==> src/hdl/pwc_pkg.sv <==
// Shared types, constants and helper functions for the privileged
// instruction whitelist checker. Used by every module in hdl/.
// No dependencies.
package pwc_pkg;

   // Table geometry
   localparam int TABLE_SIZE = 1024;
   localparam int ADDR_W     = $clog2(TABLE_SIZE);

   // Fixed field widths
   localparam int WORD_W = 32;
   localparam int SLOT_W = 11;
   localparam int LEN_W  = 6;

   // Privileged encoding: bits 31..22 hold this pattern and bit 20 or 19 is set
   localparam logic [9:0] PRIV_PATTERN = 10'd852;

   // Reset value of the compare length register
   localparam logic [LEN_W-1:0] LEN_RESET = 6'd27;

   // Word operations
   typedef enum logic {
      OP_SCAN   = 1'b0,
      OP_INSERT = 1'b1
   } op_type;

   // Check outcome
   typedef enum logic [1:0] {
      VERDICT_NONE = 2'd0,
      VERDICT_GOOD = 2'd1,
      VERDICT_BAD  = 2'd2
   } verdict_type;

   // One word in flight
   typedef struct packed {
      logic              valid;
      op_type            op;
      logic [WORD_W-1:0] word;
      logic              seg;
      logic [SLOT_W-1:0] slot;
   } item_type;

   // Hash: (bits 21..12 xor bits 11..5) plus 1
   function automatic logic [SLOT_W-1:0] slot_of(input logic [WORD_W-1:0] word);
      logic [9:0] mix;
      mix = word[21:12] ^ {3'b000, word[11:5]};
      return {1'b0, mix} + 11'd1;
   endfunction

   function automatic logic in_range(input logic [SLOT_W-1:0] slot);
      return slot < SLOT_W'(TABLE_SIZE);
   endfunction

   function automatic logic is_privileged(input logic [WORD_W-1:0] word);
      return (word[31:22] == PRIV_PATTERN) && (word[20] || word[19]);
   endfunction

   // Mask of the top len bits; len of 32 or more selects the whole word
   function automatic logic [WORD_W-1:0] top_mask(input logic [LEN_W-1:0] len);
      logic [WORD_W-1:0] m;
      if (len >= 6'd32) begin
         m = '1;
      end else begin
         m = ~({WORD_W{1'b1}} >> len);
      end
      return m;
   endfunction

   // A scan that needs a table lookup
   function automatic logic needs_check(input item_type item);
      return item.valid && (item.op == OP_SCAN) && is_privileged(item.word)
             && in_range(item.slot);
   endfunction

   // An insert that lands inside the table
   function automatic logic needs_write(input item_type item);
      return item.valid && (item.op == OP_INSERT) && in_range(item.slot);
   endfunction

endpackage

==> src/hdl/pwc_front.sv <==
// Input register stage: captures the accepted word and hashes its slot.
// Depends on pwc_pkg.
module pwc_front (
   input  logic                      clock,
   input  logic                      reset,
   input  logic                      accept,
   input  pwc_pkg::op_type           operation,
   input  logic [pwc_pkg::WORD_W-1:0] instruction_word,
   input  logic                      segment_end,
   output pwc_pkg::item_type         item
);

   logic                       valid_ff;
   pwc_pkg::op_type            op_ff;
   logic [pwc_pkg::WORD_W-1:0] word_ff;
   logic                       seg_ff;

   // Valid flag
   always_ff @(posedge clock) begin
      if (reset) begin
         valid_ff <= 1'b0;
      end else begin
         valid_ff <= accept;
      end
   end

   // Payload, loaded on accept only
   always_ff @(posedge clock) begin
      if (accept) begin
         op_ff   <= operation;
         word_ff <= instruction_word;
         seg_ff  <= segment_end;
      end
   end

   // Slot hash is a short xor and increment
   always_comb begin
      item.valid = valid_ff;
      item.op    = op_ff;
      item.word  = word_ff;
      item.seg   = seg_ff;
      item.slot  = pwc_pkg::slot_of(word_ff);
   end

endmodule

==> config.mk <==
export PLATFORM = sky130hd
export DESIGN_NAME = pwc_front
export DESIGN_NICKNAME = d
export VERILOG_FILES = /design/src/hdl/pwc_pkg.sv /design/src/hdl/pwc_front.sv
export SDC_FILE = /design/constraint.sdc
export NUM_CORES = 1
export LEC_CHECK = 0
export BUFFER_PORTS_ARGS = -buffer_cell sky130_fd_sc_hd__buf_4
export CORE_MARGIN = 2
export CORE_UTILIZATION = 30
export CTS_CLUSTER_DIAMETER = 50
export DETAILED_ROUTE_END_ITERATION = 8
export PLACE_DENSITY_LB_ADDON = 0.08
export REMOVE_ABC_BUFFERS = 1
export SKIP_LAST_GASP = 1
export SLEW_MARGIN = 15
export SYNTH_ARGS = -nofsm -noshare
export SYNTH_HDL_FRONTEND = slang
export SYNTH_SLANG_ARGS = --single-unit
==> constraint.sdc <==
create_clock -name clock -period 3.1 [get_ports clock]
set_clock_uncertainty 0.1 [all_clocks]
set_input_delay 0.465 -clock clock [delete_from_list [all_inputs] [get_ports clock]]
set_output_delay 0.465 -clock clock [all_outputs]
set_load 0.02 [all_outputs]
; ---- Word-level counts from Yosys, hierarchy flattened
; Cells that the tools add are included.
; W data, S select, Z words.
[word_totals]
ff_bits = 35
romBits = 0
wordCells = 6
latchBits = 0
output_inout_bits = 46
ram_bits = 0
inputBits = 37
mem_count = 0
[op_classes]
mul = 0
n_div = 0
n_shift = 0
bitwise = 1
n_eq_ne = 0
muxes = 0
magnitude_cmp = 0
addsub = 1
reduce_logical = 0
[op_table]
columns = op, count
row1 = $add A10 B1 Y11 const B, 1
row2 = $xor A10 B7 Y10, 1

; ---- Longest topological paths before layout
; Gate-level depths: netlist of run 1.
[logic_depth]
ltp_word = 2
mapped_depth = 5
mapped_depth_nobuf = 5

; ---- Least setup slack after synthesis of run 1
; OpenSTA, ideal clock, no wires.
[synth_timing]
kind = register to output
start = register word_ff[9] (netlist bit)
end = output item[10] (netlist bit)
path_buffers = 0
setup_slack_ps = 908
stages_incl_launch_ff = 5
required_ps = 2535
t_arrival_ps = 1627
path_cell_list = edfxtp_1 -> xnor2_2 -> nor4_4 -> inv_1 -> nor3_1
[synth_rtl]
columns = element, line_no
row1 = start: declaration, pwc_front.sv:15  ; logic [pwc_pkg::WORD_W-1:0] word_ff;
row2 = start signal: assignment, pwc_front.sv:31  ; word_ff <= instruction_word;
row3 = end: declaration, pwc_front.sv:10  ; output pwc_pkg::item_type item

==> results of run 1 <==
[layout by cell type (no fill, tap or decap), drive strengths merged, types with 2 or more instances in the layout]
master and instances:
edfxtp 34, clkinv 2, inv 2, xnor2 11
nor3 2, xor2 4, clkbuf 6, nand4 2
buf 82, nand2 2
[state kept, by name, indices dropped and copies added, names as in the netlist]
register	flops
word_ff	32
op_ff	1
seg_ff	1
valid_ff	1
[layer usage]
layer | vias to the layer above | part of all wire, %
li1 | 422 | -
met3 | 2 | 12
met2 | 48 | 53
met5 | - | 0
met4 | 0 | 0.91
met1 | 401 | 33
[power by group]
part / leakage (nW) / switching, W / internal [W]
sequential: 0.341 / 0.0000196 / 0.000561
clock: 0.0403 / 0.000148 / 0.000153
combinational: 0.485 / 0.000146 / 0.000129
total: 0.866 / 0.000314 / 0.000843
[through the flow]
step | setup WS, ns | instance area (um2) | cells | hold slack (ns) | utilization [%]
5_1_grt | 0.587 | 2050 | 208 | 0.225 | 47.8
6_report | 0.738 | 2050 | 208 | 0.232 | 47.8
2_1_floorplan | 0.908 | 1290 | 66 | 0.437 | -
3_5_place_dp | 1.02 | 1970 | 200 | 0.523 | 46.0
4_1_cts | 0.713 | 2050 | 208 | 0.215 | 47.8
3_3_place_gp | 1.06 | 1970 | 200 | 0.522 | 46.0
[path summary, 6_finish.rpt]
kind,to,slack (ns),cells after the start
worst max-delay path,item[5],0.74,5
worst min-delay path,valid_ff,0.23,2
[kinds of logic after synthesis]
| logic type | Yosys count | share of synthesized area (%) |
|---|---|---|
| xor+xnor | 15 | 11.1 |
| fa+ha+maj | 1 | 0.950 |
| buf+inv | 5 | 2.28 |
| flops | 35 | 79.1 |
| simple gates | 13 | 6.56 |
[layout make-up]
class / count / area (um2)
clock buffer: 6 / 72.6
clock inverter: 2 / 7.51
fill: 384 / 2240
inverter: 2 / 7.51
multi-input combinational: 29 / 245
sequential: 35 / 1040
tap: 52 / 65.1
timing repair buffer: 82 / 616
==> run_results.csv, run 1 <==
group,metric,value,unit
clock_tree,cts_buffer_depth,2,
synthesis,synth_commonest_cells,"edfxtp_1, xnor2_1, xor2_1, buf_4",
routing,wirelength,2630,um
place,dp_hpwl,2020,um
critical_path,path_cells,"xor2_1 > and3_1 > and2b_1 > xnor2_1 > buf_4",
clock_tree,clock_sinks,35,
critical_path,start_kind,"register",
critical_path,cp_num_buf_inv,1,
place,routabilityCongestion,0.750,
floorplan,die_area,4930,um2
critical_path,path_class,"reg2out",
synthesis,async_reset_ff_share,0,%
clock_tree,cts-root-buf,"clkbuf_8",
min_path,hold_start,"reset",
clock_tree,htree_num_levels,2,
global_routing,grt.busiest_layer,"met2",
floorplan,initial_utilization,30.7,%
synthesis,ys_seq_elements,35,
cells_and_area,nNetsFinal,193,
global_routing,grt_use_met1,10.5,%
synthesis,synth_top_area_cell,"edfxtp_1",
critical_path,slowest_stage,"edfxtp_1",
power_and_ir_drop,powerDensity,563,nW/um2
synthesis,synthCells,69,
critical_path,cp.required,2.53,ns
cells_and_area,drive_gt1_share,57.7,%
floorplan,rows,24,
timing,max_slew_margin,69.4,%
timing,setup_viol,0,
floorplan,die_w,70.2,um
critical_path,path_delay_family,"simple AND/OR/NAND/NOR gates",
flow_run,drv_cap,0,
global_routing,grt.met3_usage,6.49,%
timing,fmax,0.423,GHz
global_routing,antenna_found_initial,0,
place,io_buffers,82,
floorplan,ioPinCount,83,
synthesis,synth.distinct_cells,18,
global_routing,met2_usage,18.3,%
outcome,run_status,"complete, no violations",
timing,worst_slew_pin_slew,0.456,ns
critical_path,cp.arrival,1.80,ns
synthesis,synth-seq-area-share,79.1,%
global_routing,grt_pass1_vias,879,
routing,post-route-drc-count,0,
timing,rsz0062_at_grt,"no",
clock_tree,cts_tree,"done",
timing,setup-tns-final,0,ns
floorplan,coreArea,4290,um2
floorplan,die_h,70.2,um
critical_path,worstSetupEndpointType,"primary output",
synthesis,synth_enable_flop_cells,34,
critical_path,cpPeakStageDelay,0.40,ns
clock_tree,cts_buffers,5,
min_path,hold_class,"in2reg",
global_routing,grt_max_degree,36,
synthesis,ys_top_cells_by_area,"edfxtp_1, xnor2_1, xor2_1",
power_and_ir_drop,ir_worst_vdd,0.282,mV
synthesis,yosysMostFrequentCell,"edfxtp_1",
synthesis,syn-cell-area,1320,um2
synthesis,yosysTopAreaCellShare,77.6,%
critical_path,cp-startpoint,"word_ff[7]",
timing,drv_slew,0,
clock_tree,post_cts_buffers,0,
global_routing,grtUsageTotal,10.9,%
routing,num_vias,873,
timing,finalHoldViolCount,0,
clock_tree,cts_hold_buf,0,
routing,vias_per_cell,4.20,
global_routing,grt_overflow_total,0,
cells_and_area,antennaDiodeCount,0,
synthesis,avgSynthCellArea,19.1,um2
synthesis,synth.yosys.warnings,0,
critical_path,cp_max_fo,4,
power_and_ir_drop,p_total,0.00116,W
clock_tree,cts_resized,0,
global_routing,grt_pass1_wl,4060,um
routing,first_pass_iters,6,
clock_tree,clkTransAtPathRegs,0.06,ns
synthesis,synthFlopType,"edfxtp_1",
timing,fin_crit_sh,76.2,%
power_and_ir_drop,leakage,0.866,nW
routing,drt_iter0_drc,38,
routing,ant_nets,0,
cells_and_area,area_delta_synth_final,56.1,%
timing,final.min_clock_period,2.36,ns
routing,wl_per_cell,12.6,um
(Power assumes the default switching activity.)
==> run 2, diff against run 1 <==
ABC_AREA = 1   (was default)
clock period = 2.5 ns   (was 3.1 ns; I/O delays follow)
==> run 2 against run 1 <==
Against the previous run: sequential power increased by 24%; design area increased by 7.1%; final cell count increased by 23%; flip-flop and latch count unchanged; critical path type unchanged; synthesized cell count increased by 65%; first-iteration DRC count decreased by 53%; via count increased by 22%; die area increased by 9.5%; critical path depth increased by 4.
==> run_results.csv, run 2 <==
group,metric,value,unit
critical_path,start_kind,"register",
routing,num_vias,1068,
global_routing,grt_pass1_wl,4600,um
routing,ant_nets,0,
power_and_ir_drop,powerDensity,668,nW/um2
critical_path,cp_max_fo,4,
cells_and_area,regArea,1040,um2
timing,setup-tns-final,0,ns
routing,top_layer,"met4",
timing,fin_crit_sh,92.6,%
timing,fmax,0.432,GHz
power_and_ir_drop,p_switching,0.000400,W
cells_and_area,nNetsFinal,238,
clock_tree,cts_resized,0,
timing,drv_slew,0,
place,dp_hpwl,2440,um
clock_tree,cts-root-buf,"clkbuf_8",
critical_path,worstSetupEndpointType,"primary output",
global_routing,grt_max_degree,36,
synthesis,yosysTopAreaCellShare,70.5,%
power_and_ir_drop,p_seq_share,49.0,%
power_and_ir_drop,pwr-share-comb,23.5,%
routing,wl_met3,294,um
global_routing,grt_overflow_total,0,
floorplan,die_w,73.5,um
floorplan,initial_utilization,30.9,%
clock_tree,clkTransAtPathRegs,0.06,ns
global_routing,antenna_found_initial,0,
clock_tree,cts_tree,"done",
synthesis,synthFlopType,"edfxtp_1",
synthesis,yosysMostFrequentCell,"edfxtp_1",
min_path,min_path_cells,2,
synthesis,synth_top_area_cell,"edfxtp_1",
routing,post-route-drc-count,0,
global_routing,grtUsageTotal,11.6,%
power_and_ir_drop,swShare,27.2,%
timing,rsz0062_at_grt,"no",
routing,wirelength,3050,um
min_path,hold_class,"in2reg",
cells_and_area,fillers,440,
floorplan,ioPinCount,83,
cells_and_area,final_common_cell,"buf_4",
timing,setup_viol,0,
clock_tree,clock_sinks,35,
outcome,run_status,"complete, no violations",
synthesis,avgSynthCellArea,12.7,um2
cells_and_area,largest_register,"word_ff",
routing,vias_per_cell,4.19,
place,routabilityCongestion,0.930,
synthesis,async_reset_ff_share,0,%
synthesis,synthCells,114,
synthesis,synth_enable_flop_cells,34,
routing,first_pass_iters,6,
floorplan,die_area,5400,um2
synthesis,ys_seq_elements,35,
routing,wl_per_cell,12.0,um
place,io_buffers,82,
critical_path,cp.arrival,1.84,ns
clock_tree,cts_buffer_depth,2,
critical_path,path_class,"reg2out",
cells_and_area,final_cell_mix,"buf_4, edfxtp_1, nand2_1",
global_routing,grt_pass1_vias,1085,
synthesis,ys_top_cells_by_area,"edfxtp_1, nand2_1, inv_1",
clock_tree,htree_num_levels,2,
cells_and_area,drive_gt1_share,49.8,%
timing,worst_slew_pin_slew,0.436,ns
synthesis,syn-cell-area,1450,um2
synthesis,synth.yosys.warnings,0,
power_and_ir_drop,leakage,1.05,nW
cells_and_area,multi_input_comb_area,314,um2
synthesis,synth.distinct_cells,15,
synthesis,synth-seq-area-share,71.8,%
power_and_ir_drop,p_clk_share,27.4,%
power_and_ir_drop,p_int,0.00107,W
cells_and_area,largest_reg_flops,32,
routing,wl_met1,1040,um
timing,max_slew_margin,71.0,%
clock_tree,cts_buffers,5,
routing,drt_iter0_drc,18,
clock_tree,cts_hold_buf,0,
flow_run,drv_cap,0,
synthesis,synth_commonest_cells,"edfxtp_1, nand2_1, inv_1, nand3_1, nor2_1",
routing,wl_met2,1680,um
floorplan,die_h,73.5,um
floorplan,coreArea,4690,um2
cells_and_area,antennaDiodeCount,0,
cells_and_area,area_delta_synth_final,51.9,%
floorplan,rows,25,
clock_tree,post_cts_buffers,0,
critical_path,cp.required,2.03,ns
place,dp_slack,0.474,ns
timing,finalHoldViolCount,0,
timing,worst_slack,0.185,ns
timing,final.min_clock_period,2.31,ns
power_and_ir_drop,ir_worst_vdd,0.398,mV
-- run 2: cell types whose count changed after synthesis, sizes merged, moves of 6 or more --
| cell | delta |
|---|---|
| nand2 | +26 |
| xnor2 | -9 |
| inv | +17 |
| nor2 | +12 |
| nand3 | +6 |
-- run 2: stage by stage --
stage	util, %	hold slack [ns]	power, W	area (um2)	cells
2_1_floorplan	-	0.346	0.000906	1430	111
3_3_place_gp	45.0	0.432	0.00107	2110	247
3_5_place_dp	45.0	0.439	0.00108	2110	247
4_1_cts	46.9	0.139	0.00150	2200	255
5_1_grt	46.9	0.146	0.00154	2200	255
6_report	46.9	0.151	0.00147	2200	255
-- run 2: worst max-delay path, cell delays in order (launching register included) --
cell and delay, ns:
edfxtp_1 0.43, xnor2_2 0.27, inv_1 0.12, ha_1 0.23, nand2_1 0.15, nor2_4 0.06
nand2_1 0.06, nand3_1 0.06, nand2_1 0.06, buf_4 0.13
-- run 2: logic make-up after synthesis --
logic type | after synthesis | synth area share, %
simple gates | 52 | 17.4
flops | 35 | 71.8
buf+inv | 22 | 6.48
xor+xnor | 4 | 3.45
fa+ha+maj | 1 | 0.863
-- run 2: cell type report --
class                      count  area share (%)
tap                           54            3.07
timing repair buffer          82            28.0
sequential                    35            47.3
inverter                      19            3.24
clock inverter                 1           0.227
multi-input combinational     57            14.3
clock buffer                   7            3.92
-- run 2: worst paths after layout --
check	from	endpoint
worst max-delay path	word_ff[5]	item[6]
worst min-delay path	reset	valid_ff
-- run 2: power groups by stage --
stage | logic (W) | registers (W) | clock network [W]
final | 0.000346 | 0.000720 | 0.000403
after CTS | 0.000350 | 0.000721 | 0.000425
after detailed placement | 0.000350 | 0.000733 | 0
after global placement | 0.000344 | 0.000731 | 0
after global routing | 0.000370 | 0.000726 | 0.000440
after floorplan | 0.000116 | 0.000790 | 0
-- run 2: per-layer routing --
layer  up-vias  track usage [%]
met5         -                0
met4         0             6.06
met3         4             5.08
met2        52             20.9
met1       470             11.0
li1        542                -
