**src/hdl/pwc_pkg.sv**
```systemverilog
// Shared types, constants and helper functions for the privileged
// instruction whitelist checker. Used by every module in hdl/.
// No dependencies.
package pwc_pkg;

   // Table geometry
   localparam int TABLE_SIZE = 1024;
   localparam int ADDR_W     = $clog2(TABLE_SIZE);

   // Fixed field widths
   localparam int WORD_W = 32;
   localparam int SLOT_W = 11;
   localparam int LEN_W  = 6;

   // Privileged encoding: bits 31..22 hold this pattern and bit 20 or 19 is set
   localparam logic [9:0] PRIV_PATTERN = 10'd852;

   // Reset value of the compare length register
   localparam logic [LEN_W-1:0] LEN_RESET = 6'd27;

   // Word operations
   typedef enum logic {
      OP_SCAN   = 1'b0,
      OP_INSERT = 1'b1
   } op_type;

   // Check outcome
   typedef enum logic [1:0] {
      VERDICT_NONE = 2'd0,
      VERDICT_GOOD = 2'd1,
      VERDICT_BAD  = 2'd2
   } verdict_type;

   // One word in flight
   typedef struct packed {
      logic              valid;
      op_type            op;
      logic [WORD_W-1:0] word;
      logic              seg;
      logic [SLOT_W-1:0] slot;
   } item_type;

   // Hash: (bits 21..12 xor bits 11..5) plus 1
   function automatic logic [SLOT_W-1:0] slot_of(input logic [WORD_W-1:0] word);
      logic [9:0] mix;
      mix = word[21:12] ^ {3'b000, word[11:5]};
      return {1'b0, mix} + 11'd1;
   endfunction

   function automatic logic in_range(input logic [SLOT_W-1:0] slot);
      return slot < SLOT_W'(TABLE_SIZE);
   endfunction

   function automatic logic is_privileged(input logic [WORD_W-1:0] word);
      return (word[31:22] == PRIV_PATTERN) && (word[20] || word[19]);
   endfunction

   // Mask of the top len bits; len of 32 or more selects the whole word
   function automatic logic [WORD_W-1:0] top_mask(input logic [LEN_W-1:0] len);
      logic [WORD_W-1:0] m;
      if (len >= 6'd32) begin
         m = '1;
      end else begin
         m = ~({WORD_W{1'b1}} >> len);
      end
      return m;
   endfunction

   // A scan that needs a table lookup
   function automatic logic needs_check(input item_type item);
      return item.valid && (item.op == OP_SCAN) && is_privileged(item.word)
             && in_range(item.slot);
   endfunction

   // An insert that lands inside the table
   function automatic logic needs_write(input item_type item);
      return item.valid && (item.op == OP_INSERT) && in_range(item.slot);
   endfunction

endpackage

```
**src/hdl/pwc_verdict.sv**
```systemverilog
// Compare stage and result register: masks stored and scanned words and
// forms the verdict. Depends on pwc_pkg.
module pwc_verdict (
   input  logic                       clock,
   input  logic                       reset,
   input  pwc_pkg::item_type          item,
   input  logic [pwc_pkg::WORD_W-1:0] rd_data,
   input  logic [pwc_pkg::LEN_W-1:0]  compare_length,
   output logic                       strobe,
   output pwc_pkg::verdict_type       verdict,
   output logic [pwc_pkg::SLOT_W-1:0] slot_index,
   output logic                       segment_done
);

   pwc_pkg::item_type          s2_ff;
   logic                       s2_check_ff;
   logic                       strobe_ff;
   pwc_pkg::verdict_type       verdict_ff;
   pwc_pkg::verdict_type       verdict_in;
   logic [pwc_pkg::SLOT_W-1:0] slot_ff;
   logic                       seg_ff;
   logic [pwc_pkg::WORD_W-1:0] mask;

   // Item travels alongside the table read
   always_ff @(posedge clock) begin
      if (reset) begin
         s2_ff.valid <= 1'b0;
      end else begin
         s2_ff.valid <= item.valid;
      end
      s2_ff.op    <= item.op;
      s2_ff.word  <= item.word;
      s2_ff.seg   <= item.seg;
      s2_ff.slot  <= item.slot;
      s2_check_ff <= pwc_pkg::needs_check(item);
   end

   // Masked compare; an all-zero entry is empty
   always_comb begin
      mask       = pwc_pkg::top_mask(compare_length);
      verdict_in = pwc_pkg::VERDICT_NONE;
      if (s2_check_ff) begin
         if ((rd_data != '0) && ((rd_data & mask) == (s2_ff.word & mask))) begin
            verdict_in = pwc_pkg::VERDICT_GOOD;
         end else begin
            verdict_in = pwc_pkg::VERDICT_BAD;
         end
      end
   end

   // Result register
   always_ff @(posedge clock) begin
      if (reset) begin
         strobe_ff <= 1'b0;
      end else begin
         strobe_ff <= s2_ff.valid;
      end
   end

   always_ff @(posedge clock) begin
      verdict_ff <= verdict_in;
      slot_ff    <= s2_ff.slot;
      seg_ff     <= s2_ff.seg;
   end

   assign strobe       = strobe_ff;
   assign verdict      = verdict_ff;
   assign slot_index   = slot_ff;
   assign segment_done = seg_ff;

endmodule

```
**config.mk**
```make
export PLATFORM = sky130hd
export DESIGN_NAME = pwc_verdict
export DESIGN_NICKNAME = d
export VERILOG_FILES = /design/src/hdl/pwc_pkg.sv /design/src/hdl/pwc_verdict.sv
export SDC_FILE = /design/constraint.sdc
export NUM_CORES = 1
export LEC_CHECK = 0
export BUFFER_PORTS_ARGS = -buffer_cell sky130_fd_sc_hd__buf_2
export CAP_MARGIN = 20
export CORE_MARGIN = 1.5
export CORE_UTILIZATION = 40
export CTS_CLUSTER_DIAMETER = 30
export DETAILED_ROUTE_END_ITERATION = 10
export HOLD_SLACK_MARGIN = 0.08
export PLACE_DENSITY = 0.71
export REMOVE_ABC_BUFFERS = 1
export SYNTH_ARGS = -nofsm -noshare
export SYNTH_HDL_FRONTEND = slang
export SYNTH_SLANG_ARGS = --single-unit
```
**constraint.sdc**
```tcl
create_clock -name clock -period 5.2 [get_ports clock]
set_input_delay 1.04 -clock clock [delete_from_list [all_inputs] [get_ports clock]]
set_output_delay 1.04 -clock clock [all_outputs]
set_load 0.1 [all_outputs]
```
Word-level counts from Yosys, hierarchy flattened
Cells that the tools add are included.

$lt $le $gt $ge: 2. Equality and inequality tests: 2. Shift-type cells: 1. Multiplexer cells: 2. Bitwise gates (word level): 4. Reduce and logical (&&, ||, !) cells: 7.

Operators with widths (number): 32-bit bitwise AND (2); 32-bit equality test (1); 32-bit two-way mux (1); 32-bit inverter (1); 32-bit nonzero test (1); 32-bit by 6-bit >> shifter with 32-bit output (first input constant) (1); 11-bit < comparator (second input constant) (1); 10-bit equality test (second input constant) (1); 6-bit >= comparator (second input constant) (1); 1-bit logical AND (5); 2-bit two-way mux (1); 1-bit logical OR (1); 1-bit inverter (1).

Bits in registers: 61. Bits of input ports: 86. Output and inout bits: 15. Logic and storage cells: 27.

Longest topological paths before layout
Gate-level depths: netlist of the first run.

Depth in word-level cells: 7. Depth in mapped cells: 8. Depth with buffers taken out: 6.

Least setup slack after synthesis of the first run
Ideal clock, no wire load.

Path type: input -> register. Start: input compare_length[5] in the netlist's numbering. End: register verdict_ff[0], in the netlist verdict[0]. Arrival time: 2.448 ns. Required time: 5.139 ns. Path slack: 2.692 ns. Stages: 7. Buffers on the path: 1. Cell sequence: buf_2 > or3_4 > o21ai_2 > a21oi_1 > a211o_1 > nor4_2 > and4_1.

Word-level cells in the longest chain between the ends: 7. Elaborated cells between the ends (all ways): 9. Those cells by class: order compare (1); eq/ne (1); shift (1); mux (2); bitwise (3); reduce/logical (1).

RTL lines: start, declared (RTL line pwc_verdict.sv:8) `input logic [pwc_pkg::LEN_W-1:0] compare_length,`; 32-bit by 6-bit >> shifter with 32-bit output (RTL line pwc_pkg.sv:64) `m = ~({WORD_W{1'b1}} >> len);`; 32-bit inverter (RTL line pwc_pkg.sv:64); 32-bit two-way mux * (RTL line pwc_pkg.sv:61) `if (len >= 6'd32) begin`; 32-bit bitwise AND (RTL line pwc_verdict.sv:43) `if ((rd_data != '0) && ((rd_data & mask) == (s2_ff.word & mask))) begin`; 32-bit equality test * (RTL line pwc_verdict.sv:43); 1-bit logical AND * (RTL line pwc_verdict.sv:43); 2-bit two-way mux * (RTL line pwc_verdict.sv:43); end signal, assigned (RTL line pwc_verdict.sv:61) `verdict_ff <= verdict_in;`; end, declared (RTL line pwc_verdict.sv:18) `pwc_pkg::verdict_type verdict_ff;`.

Mark *: on every way between the ends. The rest lies on a longest branch, timed or not. A chain may end at the register's enable or synchronous reset.

Worst setup path after layout of the first run
Start: input compare_length[3] in the netlist's numbering. End: register verdict_ff[0], in the netlist verdict[0].

Same word-level chain as after synthesis.

==> metrics.txt, run 1 <==
run status=finished clean; CP startpoint kind=input pin; htree depth=3; Post-CTS Setup Bufs=0; total core area=5110 um^2; Hold Crit Class=reg2reg; synthesized area=2110 um^2; PostCTS Resize Cnt=0; setup violators final=0; CTS Buffer Depth=2; WL final=5.08 mm; syn avg cell area=10.8 um^2; WHS=326 ps; HPWL Detailed=4.06 mm; Routed Antenna Nets=0; number of diodes=0; Req. time, crit path=5470 ps; Finished Core Util=0.553; # placed instances=357; Register-to-Register Path Depth=6; total gr overflow=0; WS Path Type=in2reg; Arrival @ worst endpoint=2670 ps; Max-Cap Viols=0; # IOs=101; routed len/inst=13.7 um; initial antenna violation count=0; Gate Count Post-Synth=195; Clock Sinks=61; Initial Util=0.414; Relative slew margins=0.672; final setup TNS=0 ps; Synth area leaders=dfxtp_1 58%, xnor2_1 7.9%, xor2_1 5.4%; Seq/Total Area, Yosys=0.578; area delta synth->final=33.5%; critical path endpoint category=register; vias in the first global route=1772; clk root buf=clkbuf_8; Max Fclk=415 MHz; cell row count=26; vias post-DR=1825; worst hold path stage count=0; Hold Fails Final Rpt=0; period utilization=0.463; TritonCTS clock tree=done; clk_skew=4.62 ps; vias per inst=4.91; first-pass GRT wire length=7.96 mm; worst-margin pin slew=495 ps; FF+latch count, synth=61; LEAKAGE=1.23 nW; port bufs=100; pwr dens=354 nW/um^2; Skew-Pair Late Insertion Delay=320 ps; leading area contributor after synthesis=dfxtp_1; nets@finish=384; largest net degree at the start of global routing=19; max-slew violation count=0; Die Wd=75.7 um; total track usage=0.195; Yosys top cell area share=0.578; non-filler cells in the finished layout=372; drt drc=0; crit path max fanout=18; die area=5730 um^2; library cells used by synthesis=40; Hold Buf Count CTS=0; clock period minus worst slack=2410 ps; Clk pin slew, worst setup/hold paths=60 ps; First-pass DRT Iterations=4; RePlAce Congestion=1.07; synthesis warning total=0; CTS buffer count=9; Die Ht=75.7 um; initial DRC count=199; proportion of layout cells with a drive suffix above 1=0.397; worst vdd ir=0.000245 V; RSZ-0062 raised after global routing=false
## critical path: stages
cell	delay (ps)
buf_2	200
or3_4	430
o21ai_2	120
a21oi_1	80
a211o_1	280
nor4_2	300
and4_1	220
## power by group
part	internal (mW)	switching, mW	total (mW)
combinational	0.0570	0.0957	0.153
sequential	0.491	0.00748	0.499
clock	0.181	0.165	0.347
## Yosys cell counts
cell type and count:
or2_2 1, o21ai_1 3, inv_1 2, nor4b_1 1
a211oi_1 3, o22ai_1 3, a21oi_1 7, nand3_1 7
a21o_1 1, or2_4 1, a32o_1 1, o311ai_0 1
o31ai_1 1, dfxtp_1 61, a22oi_1 1, nor3_2 1
nand4_1 4, o21ai_2 1, a31oi_1 3, a41oi_1 1
nor4_2 1, o21a_1 1, and4_1 1, xnor2_1 19
a211o_1 1, clkbuf_1 5, o211ai_1 1, or3_4 1
xor2_1 13, nor3_1 4, nor4_1 10, o2111ai_1 1
nand2_1 5, nand2b_1 2, buf_2 1, o21ai_0 9
nor2_1 8, buf_6 2, nand4bb_1 1, nor2b_1 5
## placed cells by master (no fill, tap or decap), types with 2 or more instances in the layout
cell type / netlist / final
a211oi_1: 3 / 3
a21oi_1: 7 / 7
a31oi_1: 3 / 3
buf_2: 1 / 100
clkbuf_8: 0 / 10
clkinv_2: 0 / 2
clkinvlp_4: 0 / 2
dfxtp_1: 61 / 61
inv_1: 2 / 2
nand2_1: 5 / 5
nand2b_1: 2 / 2
nand3_1: 7 / 7
nand4_1: 4 / 4
nor2_1: 8 / 8
nor2b_1: 5 / 5
nor3_1: 4 / 4
nor4_1: 10 / 10
o21ai_0: 9 / 9
o21ai_1: 3 / 3
o22ai_1: 3 / 3
xnor2_1: 19 / 19
xor2_1: 13 / 13
## worst paths after layout
kind                                      end  slack (ps)               from
worst max register to register     verdict[0]        3550          s2_ff[23]
worst max-delay path               verdict[0]        2790  compare_length[3]
worst min register to register  slot_index[5]         330           s2_ff[5]
worst min-delay path            slot_index[5]         330           s2_ff[5]
## cell type report
cell class	count	area (um^2)
Inverter	2	7.51
Sequential cell	61	1220
Multi-Input combinational cell	124	840
Timing Repair Buffer	100	500
Clock inverter	4	25.0
Tap cell	70	87.6
Clock buffer	11	141
Fill cell	456	2280
## per-stage QoR
| stage | total power [mW] | instance area [um^2] | setup WS, ps |
|---|---|---|---|
| after floorplan | 0.597 | 2070 | 2820 |
| after global placement | 0.660 | 2660 | 2540 |
| after detailed placement | 0.661 | 2660 | 2510 |
| after CTS | 1.01 | 2820 | 2830 |
| after global routing | 1.05 | 2820 | 2700 |
| final | 0.998 | 2820 | 2790 |
## registers in the layout, summed over array words and instances (netlist names)
signal	cells
segment_done	1
slot_index	11
strobe	1
s2_ff	45
verdict	2
s2_check_ff	1
## logic make-up (layout without fill, tap and decap cells)
kind of cell | after synthesis | after routing | synth area share
xor gates and xnor gates | 32 | 32 | 0.133
and+or+nand+nor | 53 | 53 | 0.148
DFF | 61 | 61 | 0.578
AOI/OAI and AO/OA | 39 | 39 | 0.117
buffers and inverters | 10 | 117 | 0.0254
## routing by layer
metal  GRT usage  routed length, um  vias to the layer above
met5           0                  0                        -
met3      0.0939                582                        9
li1            -                  -                      899
met4      0.0972                 77                        0
met2       0.300               2350                      104
met1       0.228               2060                      813
No activity file was read; power rests on OpenSTA's default activity.
==> run 2, diff against run 1 <==
Settings changed: PLACE_DENSITY 0.71 to 0.73.
Clock period 5.2 ns to 2.1 ns, I/O delays scaled along.
==> metrics.txt, run 2 (synthesis results as in run 1) <==
WP buf/inv=1; number of diodes=0; clk root buf=clkbuf_8; initial antenna violation count=0; # IOs=101; Relative slew margins=0.673; Fillers=455; routed len/inst=13.9 um; Clk pin slew, worst setup/hold paths=70 ps; pwr dens=868 nW/um^2; TritonCTS clock tree=done; WHS=185 ps; vias in the first global route=1806; Hold Fails Final Rpt=0; sw frac=0.273; Clock Sinks=61; final worst slack=396 ps; most frequent cells in the layout=100 x buf_2, 61 x dfxtp_1, 19 x xnor2_1; Max Fclk=587 MHz; period utilization=0.811; max-slew violation count=0; die area=5730 um^2; HPWL Detailed=4.23 mm; CTS Buffer Depth=2; Int Power=1.82 mW; final setup TNS=0 ps; Comb power frac=0.156; cell row count=26; Flop pwr share=0.495; RSZ-0062 raised after global routing=false; total track usage=0.198; critical path's slowest cell=nor4_2; total gr overflow=0; setup violators final=0; final instance area=2880 um^2; Max-Cap Viols=0; Hold Crit Class=in2reg; CP startpoint kind=input pin; max incr delay on CP=320 ps; WL final=5.27 mm; first-pass GRT wire length=8.00 mm; clk_skew=9.48 ps; Switch Pwr=681 uW; LEAKAGE=1.27 nW; Placement Setup Slack=45.6 ps; Die Ht=75.7 um; initial DRC count=164; Placed Area=2710 um^2; Post-CTS Setup Bufs=0; First-pass DRT Iterations=4; register bank with the most flops=s2_ff; total core area=5110 um^2; worst vdd ir=0.000565 V; vias post-DR=1809; drt drc=0; CTS buffer count=9; PostCTS Resize Cnt=0; clock network fraction of total power=0.349; Skew-Pair Late Insertion Delay=330 ps; proportion of layout cells with a drive suffix above 1=0.411; htree depth=3; nets@finish=391; CP cell instances=buf_2 > or2_4 > a32o_1 > nor3_2 > a41oi_1 > nor4_2 > and4_1; WS Path Type=in2reg; area delta synth->final=36.0%; vias per inst=4.77; Die Wd=75.7 um; critical path endpoint category=register; Routed Antenna Nets=0; RePlAce Congestion=0.883; Req. time, crit path=2370 ps; crit path max fanout=9; Hold Buf Count CTS=0; clock period minus worst slack=1700 ps; delay-heaviest family, CP=simple AND/OR/NAND/NOR gates; Initial Util=0.414; max reg flops=45; run status=finished clean; most common cell after layout, fill and taps aside=buf_2; worst-margin pin slew=494 ps; port bufs=100; Arrival @ worst endpoint=1970 ps; largest net degree at the start of global routing=14
## run 2: cell types whose count changed in the layout (fill, tap and decap cells not counted), sizes merged
cell and delta:
buf +7
## run 2: power by group through the flow
| stage | Sequential, mW | Combinational [mW] | Clock (mW) |
|---|---|---|---|
| 2_1_floorplan | 1.35 | 0.124 | 0 |
| 3_3_place_gp | 1.26 | 0.388 | 0 |
| 3_5_place_dp | 1.26 | 0.388 | 0 |
| 4_1_cts | 1.24 | 0.390 | 0.900 |
| 5_1_grt | 1.24 | 0.420 | 0.952 |
| 6_report | 1.24 | 0.389 | 0.872 |
## run 2: worst paths after layout
path,from,end,slack [ps],cells after the start
worst max register to register,s2_ff[41],verdict[0],420,6
worst min-delay path,item[22],s2_ff[22],180,1
worst min register to register,s2_ff[8],slot_index[8],330,0
worst max-delay path,compare_length[0],verdict[0],400,7
## run 2: area by class of cell
class / count / area, um^2 / area share
inverters: 2 / 7.51 / 0.00261
repair buffers: 107 / 553 / 0.192
clock inverters: 4 / 25.0 / 0.00870
multi-input cells: 124 / 840 / 0.292
well taps: 70 / 87.6 / 0.0305
clock buffers: 11 / 141 / 0.0492
flip-flops and latches: 61 / 1220 / 0.425
## run 2: metrics by stage
step | power [mW] | cells | util
after floorplan | 1.48 | 187 | -
after global placement | 1.65 | 364 | 0.530
after detailed placement | 1.65 | 364 | 0.530
after CTS | 2.53 | 379 | 0.563
after global routing | 2.61 | 379 | 0.563
final | 2.50 | 379 | 0.563
## run 2: per-layer routing
metal  track usage  share of wire
met5             0              0
met4        0.0952          0.019
met3         0.101           0.11
met2         0.297           0.45
met1         0.234           0.42
